[src/hw/rtl/y2rgb_pkg.sv]
package y2rgb_pkg;

	localparam int MAX_DIMENSION = 4096;
	localparam int DIM_W = 13;
	localparam int CNT_W = 12;
	localparam int IDX_W = 24;
	localparam int OFF_W = 10;

	localparam int DIV100_RECIP = 5243;
	localparam int DIV100_SHIFT = 19;

	localparam int COEF_RV = 140;
	localparam int COEF_GU = 34;
	localparam int COEF_GV = 71;
	localparam int COEF_BU = 177;

	localparam logic [0:0] REG_FRAME_WIDTH  = 1'b0;
	localparam logic [0:0] REG_FRAME_HEIGHT = 1'b1;

	localparam logic [DIM_W-1:0] WIDTH_RESET  = 13'd640;
	localparam logic [DIM_W-1:0] HEIGHT_RESET = 13'd480;

	typedef struct packed {
		logic [DIM_W-1:0] width;
		logic [DIM_W-1:0] height;
	} dims_t;

	typedef struct packed {
		logic [IDX_W-1:0] index;
		logic             frame_end;
	} raster_pos_t;

	typedef struct packed {
		logic signed [OFF_W-1:0] r_off;
		logic signed [OFF_W-1:0] g_off;
		logic signed [OFF_W-1:0] b_off;
	} chroma_off_t;

	// n < 2^15, so the reciprocal product is exact after the shift
	function automatic logic [7:0] div100(input logic [14:0] n);
		logic [27:0] prod;
		prod = 28'(n) * 28'(DIV100_RECIP);
		return prod[DIV100_SHIFT +: 8];
	endfunction

	// signed term coef*d/100, truncated toward zero; d given as sign and magnitude
	function automatic logic signed [OFF_W-1:0] chroma_term(
		input logic [7:0] mag,
		input logic       neg,
		input logic [7:0] coef
	);
		logic [14:0] p;
		logic [7:0]  q;
		p = 15'(mag) * 15'(coef);
		q = div100(p);
		return neg ? -$signed({2'b00, q}) : $signed({2'b00, q});
	endfunction

	function automatic logic [7:0] clamp8(input logic signed [OFF_W:0] v);
		if (v < 0) begin
			return 8'd0;
		end else if (v > 11'sd255) begin
			return 8'd255;
		end
		return v[7:0];
	endfunction

	function automatic logic [DIM_W-1:0] eff_dim(input logic [DIM_W-1:0] v);
		if (v == '0) begin
			return 13'd1;
		end else if (v > 13'(MAX_DIMENSION)) begin
			return 13'(MAX_DIMENSION);
		end
		return v;
	endfunction

endpackage

[src/hw/rtl/y2rgb_in_if.sv]
interface y2rgb_in_if;
	logic       valid;
	logic       ready;
	logic [7:0] first_luma;
	logic [7:0] blue_diff;
	logic [7:0] second_luma;
	logic [7:0] red_diff;

	modport source(output valid, output first_luma, output blue_diff,
		output second_luma, output red_diff, input ready);
	modport sink(input valid, input first_luma, input blue_diff,
		input second_luma, input red_diff, output ready);
endinterface

[src/hw/rtl/y2rgb_out_if.sv]
interface y2rgb_out_if;
	logic        valid;
	logic        ready;
	logic [23:0] pixel_index;
	logic [7:0]  blue;
	logic [7:0]  green;
	logic [7:0]  red;
	logic        last_of_pair;
	logic        frame_end;

	modport source(output valid, output pixel_index, output blue, output green,
		output red, output last_of_pair, output frame_end, input ready);
	modport sink(input valid, input pixel_index, input blue, input green,
		input red, input last_of_pair, input frame_end, output ready);
endinterface

[src/hw/rtl/y2rgb_chroma.sv]
module y2rgb_chroma (
	input  logic [7:0]            blue_diff,
	input  logic [7:0]            red_diff,
	output y2rgb_pkg::chroma_off_t offs
);
	import y2rgb_pkg::*;

	logic       u_neg;
	logic       v_neg;
	logic [7:0] u_mag;
	logic [7:0] v_mag;

	// sign and magnitude of the byte minus 128
	assign u_neg = ~blue_diff[7];
	assign v_neg = ~red_diff[7];
	assign u_mag = u_neg ? 8'(9'd128 - 9'(blue_diff)) : {1'b0, blue_diff[6:0]};
	assign v_mag = v_neg ? 8'(9'd128 - 9'(red_diff)) : {1'b0, red_diff[6:0]};

	assign offs.r_off = chroma_term(v_mag, v_neg, 8'(COEF_RV));
	assign offs.b_off = chroma_term(u_mag, u_neg, 8'(COEF_BU));
	assign offs.g_off = -chroma_term(u_mag, u_neg, 8'(COEF_GU))
		- chroma_term(v_mag, v_neg, 8'(COEF_GV));
endmodule

[src/hw/rtl/y2rgb_raster.sv]
module y2rgb_raster (
	input  logic                  clk,
	input  logic                  arst_n,
	input  logic                  step,
	input  y2rgb_pkg::dims_t      dims,
	output y2rgb_pkg::raster_pos_t pos
);
	import y2rgb_pkg::*;

	logic [CNT_W-1:0] col_q;
	logic [CNT_W-1:0] row_q;
	logic [DIM_W-1:0] w;
	logic [DIM_W-1:0] h;
	logic             col_over;
	logic [DIM_W-1:0] row_t;
	logic [CNT_W-1:0] col_pre;
	logic [CNT_W-1:0] row_pre;
	logic [CNT_W-1:0] row_flip;
	logic [DIM_W+CNT_W-1:0] prod;
	logic [DIM_W-1:0] col_inc;
	logic [DIM_W-1:0] row_inc;

	assign w = eff_dim(dims.width);
	assign h = eff_dim(dims.height);

	// fold counters back into range in case the dimensions shrank
	assign col_over = 13'(col_q) >= w;
	assign col_pre  = col_over ? '0 : col_q;
	assign row_t    = col_over ? 13'(row_q) + 13'd1 : 13'(row_q);
	assign row_pre  = (row_t >= h) ? '0 : row_t[CNT_W-1:0];

	assign row_flip = 12'(h - 13'd1 - 13'(row_pre));
	assign prod     = 25'(row_flip) * 25'(w);
	assign pos.index = 24'(prod + 25'(col_pre));
	assign pos.frame_end = (13'(col_pre) == w - 13'd1) && (13'(row_pre) == h - 13'd1);

	assign col_inc = 13'(col_pre) + 13'd1;
	assign row_inc = 13'(row_pre) + 13'd1;

	always_ff @(posedge clk or negedge arst_n) begin
		if (!arst_n) begin
			col_q <= '0;
			row_q <= '0;
		end else if (step) begin
			if (col_inc >= w) begin
				col_q <= '0;
				row_q <= (row_inc >= h) ? '0 : row_inc[CNT_W-1:0];
			end else begin
				col_q <= col_inc[CNT_W-1:0];
				row_q <= row_pre;
			end
		end
	end
endmodule

[src/hw/rtl/yuyv_to_rgb24_bottom_up.sv]
// YUYV pair to two BGR pixels with bottom-up raster index.
// Flow: each input beat is registered into the pair stage, then its two pixels
// are registered into the output register in turn, one pixel per cycle while
// the output is ready; a new beat is taken as the second pixel moves out.
// Reset: pipeline empty, raster at top-left, frame 640 x 480.
module yuyv_to_rgb24_bottom_up (
	input  logic                        clk,
	input  logic                        arst_n,
	input  logic                        cfg_we,
	input  logic [0:0]                  cfg_index,
	input  logic [y2rgb_pkg::DIM_W-1:0] cfg_data,
	y2rgb_in_if.sink                    in_ch,
	y2rgb_out_if.source                 out_ch
);
	import y2rgb_pkg::*;

	logic [DIM_W-1:0] width_q;
	logic [DIM_W-1:0] height_q;

	logic        valid_s1;
	logic        phase_s1;
	logic [7:0]  y0_s1;
	logic [7:0]  y1_s1;
	chroma_off_t offs_s1;
	chroma_off_t offs_in;

	logic        out_valid_q;
	logic [23:0] index_q;
	logic [7:0]  blue_q;
	logic [7:0]  green_q;
	logic [7:0]  red_q;
	logic        last_q;
	logic        fend_q;

	logic        out_free;
	logic        step;
	logic        in_take;
	logic [7:0]  y_cur;
	logic signed [OFF_W:0] r_sum;
	logic signed [OFF_W:0] g_sum;
	logic signed [OFF_W:0] b_sum;
	dims_t       dims;
	raster_pos_t pos;

	always_ff @(posedge clk or negedge arst_n) begin
		if (!arst_n) begin
			width_q  <= WIDTH_RESET;
			height_q <= HEIGHT_RESET;
		end else if (cfg_we) begin
			case (cfg_index)
				REG_FRAME_WIDTH:  width_q  <= cfg_data;
				REG_FRAME_HEIGHT: height_q <= cfg_data;
				default: ;
			endcase
		end
	end

	y2rgb_chroma u_chroma (
		.blue_diff(in_ch.blue_diff),
		.red_diff (in_ch.red_diff),
		.offs     (offs_in)
	);

	assign out_free = !out_valid_q || out_ch.ready;
	assign step     = valid_s1 && out_free;
	// take a new beat when the pair stage is empty or once the second pixel of the held pair moves out
	assign in_ch.ready = !valid_s1 || (step && phase_s1);
	assign in_take     = in_ch.valid && in_ch.ready;

	always_ff @(posedge clk or negedge arst_n) begin
		if (!arst_n) begin
			valid_s1 <= 1'b0;
			phase_s1 <= 1'b0;
		end else if (in_take) begin
			valid_s1 <= 1'b1;
			phase_s1 <= 1'b0;
		end else if (step) begin
			valid_s1 <= !phase_s1;
			phase_s1 <= 1'b1;
		end
	end

	always_ff @(posedge clk) begin
		if (in_take) begin
			y0_s1   <= in_ch.first_luma;
			y1_s1   <= in_ch.second_luma;
			offs_s1 <= offs_in;
		end
	end

	assign dims.width  = width_q;
	assign dims.height = height_q;

	y2rgb_raster u_raster (
		.clk   (clk),
		.arst_n(arst_n),
		.step  (step),
		.dims  (dims),
		.pos   (pos)
	);

	assign y_cur = phase_s1 ? y1_s1 : y0_s1;
	assign r_sum = $signed({3'b000, y_cur}) + (OFF_W+1)'(offs_s1.r_off);
	assign g_sum = $signed({3'b000, y_cur}) + (OFF_W+1)'(offs_s1.g_off);
	assign b_sum = $signed({3'b000, y_cur}) + (OFF_W+1)'(offs_s1.b_off);

	always_ff @(posedge clk or negedge arst_n) begin
		if (!arst_n) begin
			out_valid_q <= 1'b0;
		end else if (step) begin
			out_valid_q <= 1'b1;
		end else if (out_ch.ready) begin
			out_valid_q <= 1'b0;
		end
	end

	always_ff @(posedge clk) begin
		if (step) begin
			index_q <= pos.index;
			fend_q  <= pos.frame_end;
			last_q  <= phase_s1;
			red_q   <= clamp8(r_sum);
			green_q <= clamp8(g_sum);
			blue_q  <= clamp8(b_sum);
		end
	end

	assign out_ch.valid        = out_valid_q;
	assign out_ch.pixel_index  = index_q;
	assign out_ch.blue         = blue_q;
	assign out_ch.green        = green_q;
	assign out_ch.red          = red_q;
	assign out_ch.last_of_pair = last_q;
	assign out_ch.frame_end    = fend_q;
endmodule
[src/flat_wrapper.sv]
// flat-port wrapper written by rule: the top's interface ports become plain ports
module yuyv_to_rgb24_bottom_up_flat import y2rgb_pkg::*;
  (clk, arst_n, cfg_we, cfg_index, cfg_data, in_ch_valid, in_ch_first_luma, in_ch_blue_diff, in_ch_second_luma, in_ch_red_diff, in_ch_ready, out_ch_valid, out_ch_pixel_index, out_ch_blue, out_ch_green, out_ch_red, out_ch_last_of_pair, out_ch_frame_end, out_ch_ready);
  y2rgb_in_if in_ch_i ();
  y2rgb_out_if out_ch_i ();
  input  logic clk;
  input  logic arst_n;
  input  logic cfg_we;
  input  logic [0:0] cfg_index;
  input  logic [y2rgb_pkg::DIM_W-1:0] cfg_data;
  input wire logic [$bits(in_ch_i.valid)-1:0] in_ch_valid;
  input wire logic [$bits(in_ch_i.first_luma)-1:0] in_ch_first_luma;
  input wire logic [$bits(in_ch_i.blue_diff)-1:0] in_ch_blue_diff;
  input wire logic [$bits(in_ch_i.second_luma)-1:0] in_ch_second_luma;
  input wire logic [$bits(in_ch_i.red_diff)-1:0] in_ch_red_diff;
  output wire logic [$bits(in_ch_i.ready)-1:0] in_ch_ready;
  output wire logic [$bits(out_ch_i.valid)-1:0] out_ch_valid;
  output wire logic [$bits(out_ch_i.pixel_index)-1:0] out_ch_pixel_index;
  output wire logic [$bits(out_ch_i.blue)-1:0] out_ch_blue;
  output wire logic [$bits(out_ch_i.green)-1:0] out_ch_green;
  output wire logic [$bits(out_ch_i.red)-1:0] out_ch_red;
  output wire logic [$bits(out_ch_i.last_of_pair)-1:0] out_ch_last_of_pair;
  output wire logic [$bits(out_ch_i.frame_end)-1:0] out_ch_frame_end;
  input wire logic [$bits(out_ch_i.ready)-1:0] out_ch_ready;
  assign in_ch_i.valid = in_ch_valid;
  assign in_ch_i.first_luma = in_ch_first_luma;
  assign in_ch_i.blue_diff = in_ch_blue_diff;
  assign in_ch_i.second_luma = in_ch_second_luma;
  assign in_ch_i.red_diff = in_ch_red_diff;
  assign in_ch_ready = in_ch_i.ready;
  assign out_ch_valid = out_ch_i.valid;
  assign out_ch_pixel_index = out_ch_i.pixel_index;
  assign out_ch_blue = out_ch_i.blue;
  assign out_ch_green = out_ch_i.green;
  assign out_ch_red = out_ch_i.red;
  assign out_ch_last_of_pair = out_ch_i.last_of_pair;
  assign out_ch_frame_end = out_ch_i.frame_end;
  assign out_ch_i.ready = out_ch_ready;
  yuyv_to_rgb24_bottom_up u_core (.clk(clk), .arst_n(arst_n), .cfg_we(cfg_we), .cfg_index(cfg_index), .cfg_data(cfg_data), .in_ch(in_ch_i), .out_ch(out_ch_i));
endmodule
[config.mk]
export PLATFORM = sky130hd
export DESIGN_NAME = yuyv_to_rgb24_bottom_up_flat
export DESIGN_NICKNAME = d
export VERILOG_FILES = /design/src/hw/rtl/y2rgb_pkg.sv /design/src/hw/rtl/y2rgb_in_if.sv /design/src/hw/rtl/y2rgb_out_if.sv /design/src/hw/rtl/y2rgb_chroma.sv /design/src/hw/rtl/y2rgb_raster.sv /design/src/hw/rtl/yuyv_to_rgb24_bottom_up.sv /design/src/flat_wrapper.sv
export SDC_FILE = /design/constraint.sdc
export NUM_CORES = 2
export LEC_CHECK = 0
export ABC_AREA = 1
export BUFFER_PORTS_ARGS = -buffer_cell sky130_fd_sc_hd__buf_2
export CAP_MARGIN = 20
export CORE_MARGIN = 8
export CORE_UTILIZATION = 50
export CTS_CLUSTER_DIAMETER = 80
export DETAILED_ROUTE_END_ITERATION = 8
export PLACE_DENSITY_LB_ADDON = 0.1
export SYNTH_ARGS = -nofsm -noshare
export SYNTH_HDL_FRONTEND = slang
export SYNTH_SLANG_ARGS = --single-unit
[constraint.sdc]
create_clock -name clk -period 30.5 [get_ports clk]
set_input_delay 4.575 -clock clk [delete_from_list [all_inputs] [get_ports clk]]
set_output_delay 4.575 -clock clk [all_outputs]
set_load 0.1 [all_outputs]
# --- After elaboration in Yosys (flattened, before gate mapping) ---
# Index checks and enable logic that the tools add are counted.
classes:
  addsub: 18
  n_mul: 9
  div: 0
  order_cmp: 12
  n_eq_ne: 2
  shift: 0
  n_mux: 47
  bitwise: 1
  reduce_logical: 15
op_table:
  columns: ["operator", "count"]
  rows:
  - ["$mux W8", 14]
  - ["$mux W13", 7]
  - ["$mux W12", 5]
  - ["$mul A15 B13 Y27 const B", 2]
  - ["$neg A8 Y10", 4]
  - ["$add A12 B1 Y13 const B", 3]
  - ["$ge A13 B13 Y1", 3]
  - ["$add A9 B10 Y11", 3]
  - ["$gt A11 B9 Y1 const B", 3]
  - ["$lt A11 B1 Y1 const B", 3]
  - ["$eq A12 B13 Y1", 2]
  - ["$gt A13 B13 Y1 const B", 2]
  - ["$logic_not A13 Y1", 2]
  - ["$mul A13 B13 Y26 const B", 1]
  - ["$sub A13 B1 Y13 const B", 2]
  - ["$mul A13 B13 Y25 const B", 1]
  - ["$add A24 B12 Y24", 1]
  - ["$mul A12 B13 Y24", 1]
  - ["$mux W10", 2]
  - ["$mux W1", 19]
  - ["$sub A8 B8 Y8 const A", 2]
  - ["$mul A8 B7 Y15 const B", 1]
  - ["$mul A8 B8 Y15 const B", 1]
  - ["$ge A12 B13 Y1", 1]
  - ["11 further kinds", 19]
totals:
  ff_bits: 149
  latch_bits: 0
  ram_bits: 0
  rom_bits: 0
  inputBits: 51
  out_inout_bits: 52
  elab_cells: 124
  mem_count: 0

# --- Longest topological paths before layout ---
logic_depth:
  word_depth: 12
  ltp_mapped: 63

# --- Cells and area by module ---
# Synthesis repeated with hierarchy kept, for this count alone.
hier_totals:
  cells_unflattened: 4470
  area_unflattened_um2: 34802.1
by_module_without_submodules:
  columns: ["module", "n_inst", "cells_per_inst", "area_per_inst_um2"]
  rows:
  - ["y2rgb_chroma", 1, 2404, 18560.3]
  - ["y2rgb_raster", 1, 1485, 10273.6]
  - ["yuyv_to_rgb24_bottom_up", 1, 581, 5968.2]

# --- Worst setup path after synthesis ---
# No wires, ideal clock.
synth_path:
  path_kind: "input-to-reg"
  start: "input in_ch_red_diff[0]"
  end: "register u_core.offs_s1[19] in the netlist's numbering, data pin"
  arrival_time_ns: 14.782
  required_time_ns: 30.247
  setup_slack_ns: 15.464
  cell_stages: 56
  path_buffers: 1
  path_cell_list: "clkbuf_1 inv_1 ha_1 nand2_1 o21ai_0 xnor2_1 ha_1 ha_1 inv_1 fa_1 fa_1 inv_1 ha_1 nand2_1 nor3_1 nand2_1 o211ai_1 a21oi_1 [20 not listed] inv_1 ha_1 nand2_1 o21ai_0 ha_1 inv_1 ha_1 inv_1 fa_1 o21ai_0 nand4_1 o211ai_1 xor2_1 nand3_1 nand2_1 inv_1 nand2_1 nand2_1"
synth_lines:
  columns: ["element", "line", "rtl"]
  rows:
  - ["start: declaration", "flat_wrapper.sv:15", "input wire logic [$bits(in_ch_i.red_diff)-1:0] in_ch_red_diff;"]
  - ["end signal: assignment", "yuyv_to_rgb24_bottom_up.sv:87", "offs_s1 <= offs_in;"]
  - ["end: declaration", "yuyv_to_rgb24_bottom_up.sv:24", "chroma_off_t offs_s1;"]

==> impl.org <==
** Run status
- Run status :: completed

** Setup path
- The worst setup path is captured at a flop.
- The worst setup path is launched from an input pin.
- The critical path is of the in -> reg type.
- Crit path max-delay cell type :: inv_1
- Of all nets on the critical path, the largest fanout is 25.
- For this run, the slowest stage of the critical path takes 640 ps.
- Data arrival time of the worst path :: 16,350 ps
- The most numerous cell type found on the critical path is inv_1.
- At the worst endpoint, the required time is 30,740 ps.

** Timing
- After layout, the minimum clock period comes to 16,110 ps.
- Worst setup margin :: 14,390 ps
- For the pin with the worst max-slew slack, the measured transition is 1120 ps.
- Of the available clock period, the critical path in the final layout requires 0.528.
- Final Hold Vio Count :: 0
- Unrepaired setup endpoints after global routing :: no
- Clock skew on the completed layout was measured at 28.1 ps.
- The final count of pins violating max slew is 0.
- Summed over all failing endpoints, the final setup total negative slack is 0 ps.
- Derived from the worst setup path, the maximum achievable clock frequency is 62.1 MHz.
- Worst max-slew margin expressed relative to the limit :: 0.250
- Setup violations remaining at the end of the flow were counted as 0.

** Drt
- 1st-pass router iterations :: 6
- Total wirelength of the detailed-routed design :: 86.4 mm
- Initial drt markers :: 1,645
- The final route contains 26,900 vias.
- DRC Markers :: 0
- Antenna violation net count after detailed routing :: 0
- WL per Instance :: 16.5 µm
- Dividing the detail-routed via count by the number of cells gives 5.14.

** Synth
- Synthesis instantiated 63 different standard cells from the library.
- Number of instances in the synthesized netlist :: 4,239
- Post-synth top area cell :: fa_1
- Netlist Area Pre-Place :: 33,700 µm²
- In this run, synthesis produced a sequential element count of 149.
- Of the post-synthesis cell area, the dominant cell type holds 0.230.
- Counting flops with a built-in enable in the synthesized netlist gives 96.
- By area the synthesized netlist is led by fa_1 23%, ha_1 23%, inv_1 11%.
- The most used flip-flop cell after synthesis is edfxtp_1.
- For this run, asynchronously set or reset flops after synthesis account for 0.356.
- The Yosys step of the flow raised 0 warnings.
- Average instance area after synthesis :: 7.94 µm²
- For this run, the register share of the synthesized area comes to 0.125.

** Floorplanning
- For this configuration, the core starts out at a cell density of 0.503.
- The floorplan step defined a die boundary enclosing 75,900 µm².
- Die boundary width :: 276 µm
- Floorplan Core Area :: 66,900 µm²
- Die Y :: 276 µm
- 103 I/O pins were placed.
- Number of standard-cell rows in the floorplan :: 95

** Place
- Number of instances in the placed design :: 5,205
- HPWL after DPL :: 74.6 mm
- Input/output buffers :: 102
- At the end of routability-driven placement, the weighted congestion stood at 0.913.
- Prior to clock tree synthesis, the placed netlist has a worst setup slack of 13,950 ps.

** Finish
- The repair_antennas step left the layout with diodes totalling 0.
- Number of nets in the layout :: 5,407
- Share of layout cells above drive strength 1 :: 0.0520
- The area growth from synthesis to layout is 6.65%.
- The count of cells in the finished layout, fillers not included, comes to 5,237.

** Run
- The tool flagged a number of max-cap violations equal to 0.

** Clocking
- CTS tree :: built
- Worst-Skew Late Latency :: 490 ps
- Clock tree root buffer cell :: clkbuf_16
- Number of buffers inserted by post-CTS setup repair :: 0
- Counting the buffers created by CTS gives 17.
- The clock passes through at most 2 buffers.
- Cells resized by post-CTS repair :: 0
- The clock tree synthesis step divided the H-tree into 4 levels.
- For this design, the sink count on the clock tree is 149.
- Hold buffer count at CTS :: 0
- Clock-pin slew was measured on the worst setup and hold paths at 80 ps.

** GRT
- First-pass GRT wire length :: 142 mm
- GRT overflow :: 0
- Number of antenna violations at the first check in global routing :: 1
- Global routing usage summed across all routing layers :: 0.237
- The number of global-route vias before repair came to 27,600.
- Largest net degree at the start of global routing :: 67

** Worst hold path
- The worst hold path belongs to the class reg -> reg.
==> area by class of cell <==
type                            count  area, µm²
Inverter                         1036       3890
Timing Repair Buffer              121        653
Fill cell                        6522      31000
Multi-Input combinational cell   3026      25400
Sequential cell                   149       4220
Clock buffer                       17        425
Tap cell                          873       1090
Clock inverter                     15        209
==> per-layer routing <==
metal  part of all wire  global-route usage
met1               0.45               0.315
met2               0.47               0.400
met3              0.052              0.0308
met4              0.025              0.0702
met5                  0                   0
==> worst max-delay path: cells and delay by family <==
family / cells / cell delay, ps
adder cells (fa/ha/maj): 15 / 5550
buffers and inverters: 12 / 1600
AO/OA/AOI/OAI: 11 / 2180
AND/OR/NAND/NOR: 12 / 1280
XOR/XNOR: 3 / 1140
==> Yosys cell counts, drive strengths merged (7+ instances only) <==
cell type / number
nor4: 12
or2: 10
o21bai: 13
o21ai: 181
buf: 8
xor2: 117
ha: 618
nand3: 172
nor2: 286
a31oi: 17
a21o: 17
edfxtp: 96
nand2: 802
inv: 1031
and2: 7
xnor2: 52
fa: 387
a21oi: 189
nand3b: 7
nand4: 52
o211ai: 9
clkbuf: 26
dfrtp: 47
nor3: 33
==> cells in the final DEF (no fill, tap or decap), types with 102 or more instances in the layout <==
cell     Yosys  final
inv_1     1022   1021
nand2_1    788    788
ha_1       618    618
fa_1       387    387
nor2_1     266    265
a21oi_1    188    188
nand3_1    167    167
o21ai_0    163    163
xor2_1     116    116
buf_2        2    102
==> per-stage QoR <==
| step | utilization | hold slack, ps | area [µm²] |
|---|---|---|---|
| final | 0.537 | 495 | 35900 |
| after global routing | 0.537 | 519 | 35900 |
| after CTS | 0.537 | 496 | 35900 |
| after detailed placement | 0.527 | 476 | 35300 |
| after global placement | 0.527 | 473 | 35300 |
| after floorplan | - | 423 | 33700 |
==> kinds of logic after synthesis <==
logic type / count (synthesis) / share of synthesized area
buffers and inverters: 1070 / 0.121
flip-flops: 149 / 0.125
other: 2 / 0.000223
AND/OR/NAND/NOR: 1387 / 0.175
AO/OA/AOI/OAI: 456 / 0.0744
adder cells (fa/ha/maj): 1005 / 0.460
XOR/XNOR: 170 / 0.0448
==> state kept, by name (all words and copies together) (netlist names) <==
signal / cells
u_core.u_raster.row_q: 12
u_core.out_ch.valid: 1
u_core.out_ch.green: 8
u_core.y1_s1: 8
u_core.width_q: 13
u_core.offs_s1: 30
u_core.phase_s1: 1
u_core.out_ch.frame_end: 1
u_core.valid_s1: 1
u_core.out_ch.last_of_pair: 1
u_core.u_raster.col_q: 12
u_core.out_ch.pixel_index: 24
u_core.out_ch.blue: 8
u_core.height_q: 13
u_core.out_ch.red: 8
u_core.y0_s1: 8
==> path summary, 6_finish.rpt <==
kind / startpoint / end / slack [ps] / depth (start not counted)
min reg2reg: u_core.height_q[10] / u_core.height_q[10] / 490 / 2
min in group asynchronous: arst_n / u_core.u_raster.row_q[8] / 4230 / 2
min: u_core.height_q[10] / u_core.height_q[10] / 490 / 2
max in group asynchronous: arst_n / u_core.u_raster.col_q[5] / 25770 / 2
max reg2reg: u_core.width_q[12] / u_core.out_ch.pixel_index[22] / 16970 / 52
max: in_ch_red_diff[7] / u_core.offs_s1[19] / 14390 / 53
Power is left out: the tool's default activity adds up to more than one toggle a clock period on the data nets, which glitch-free logic cannot reach.
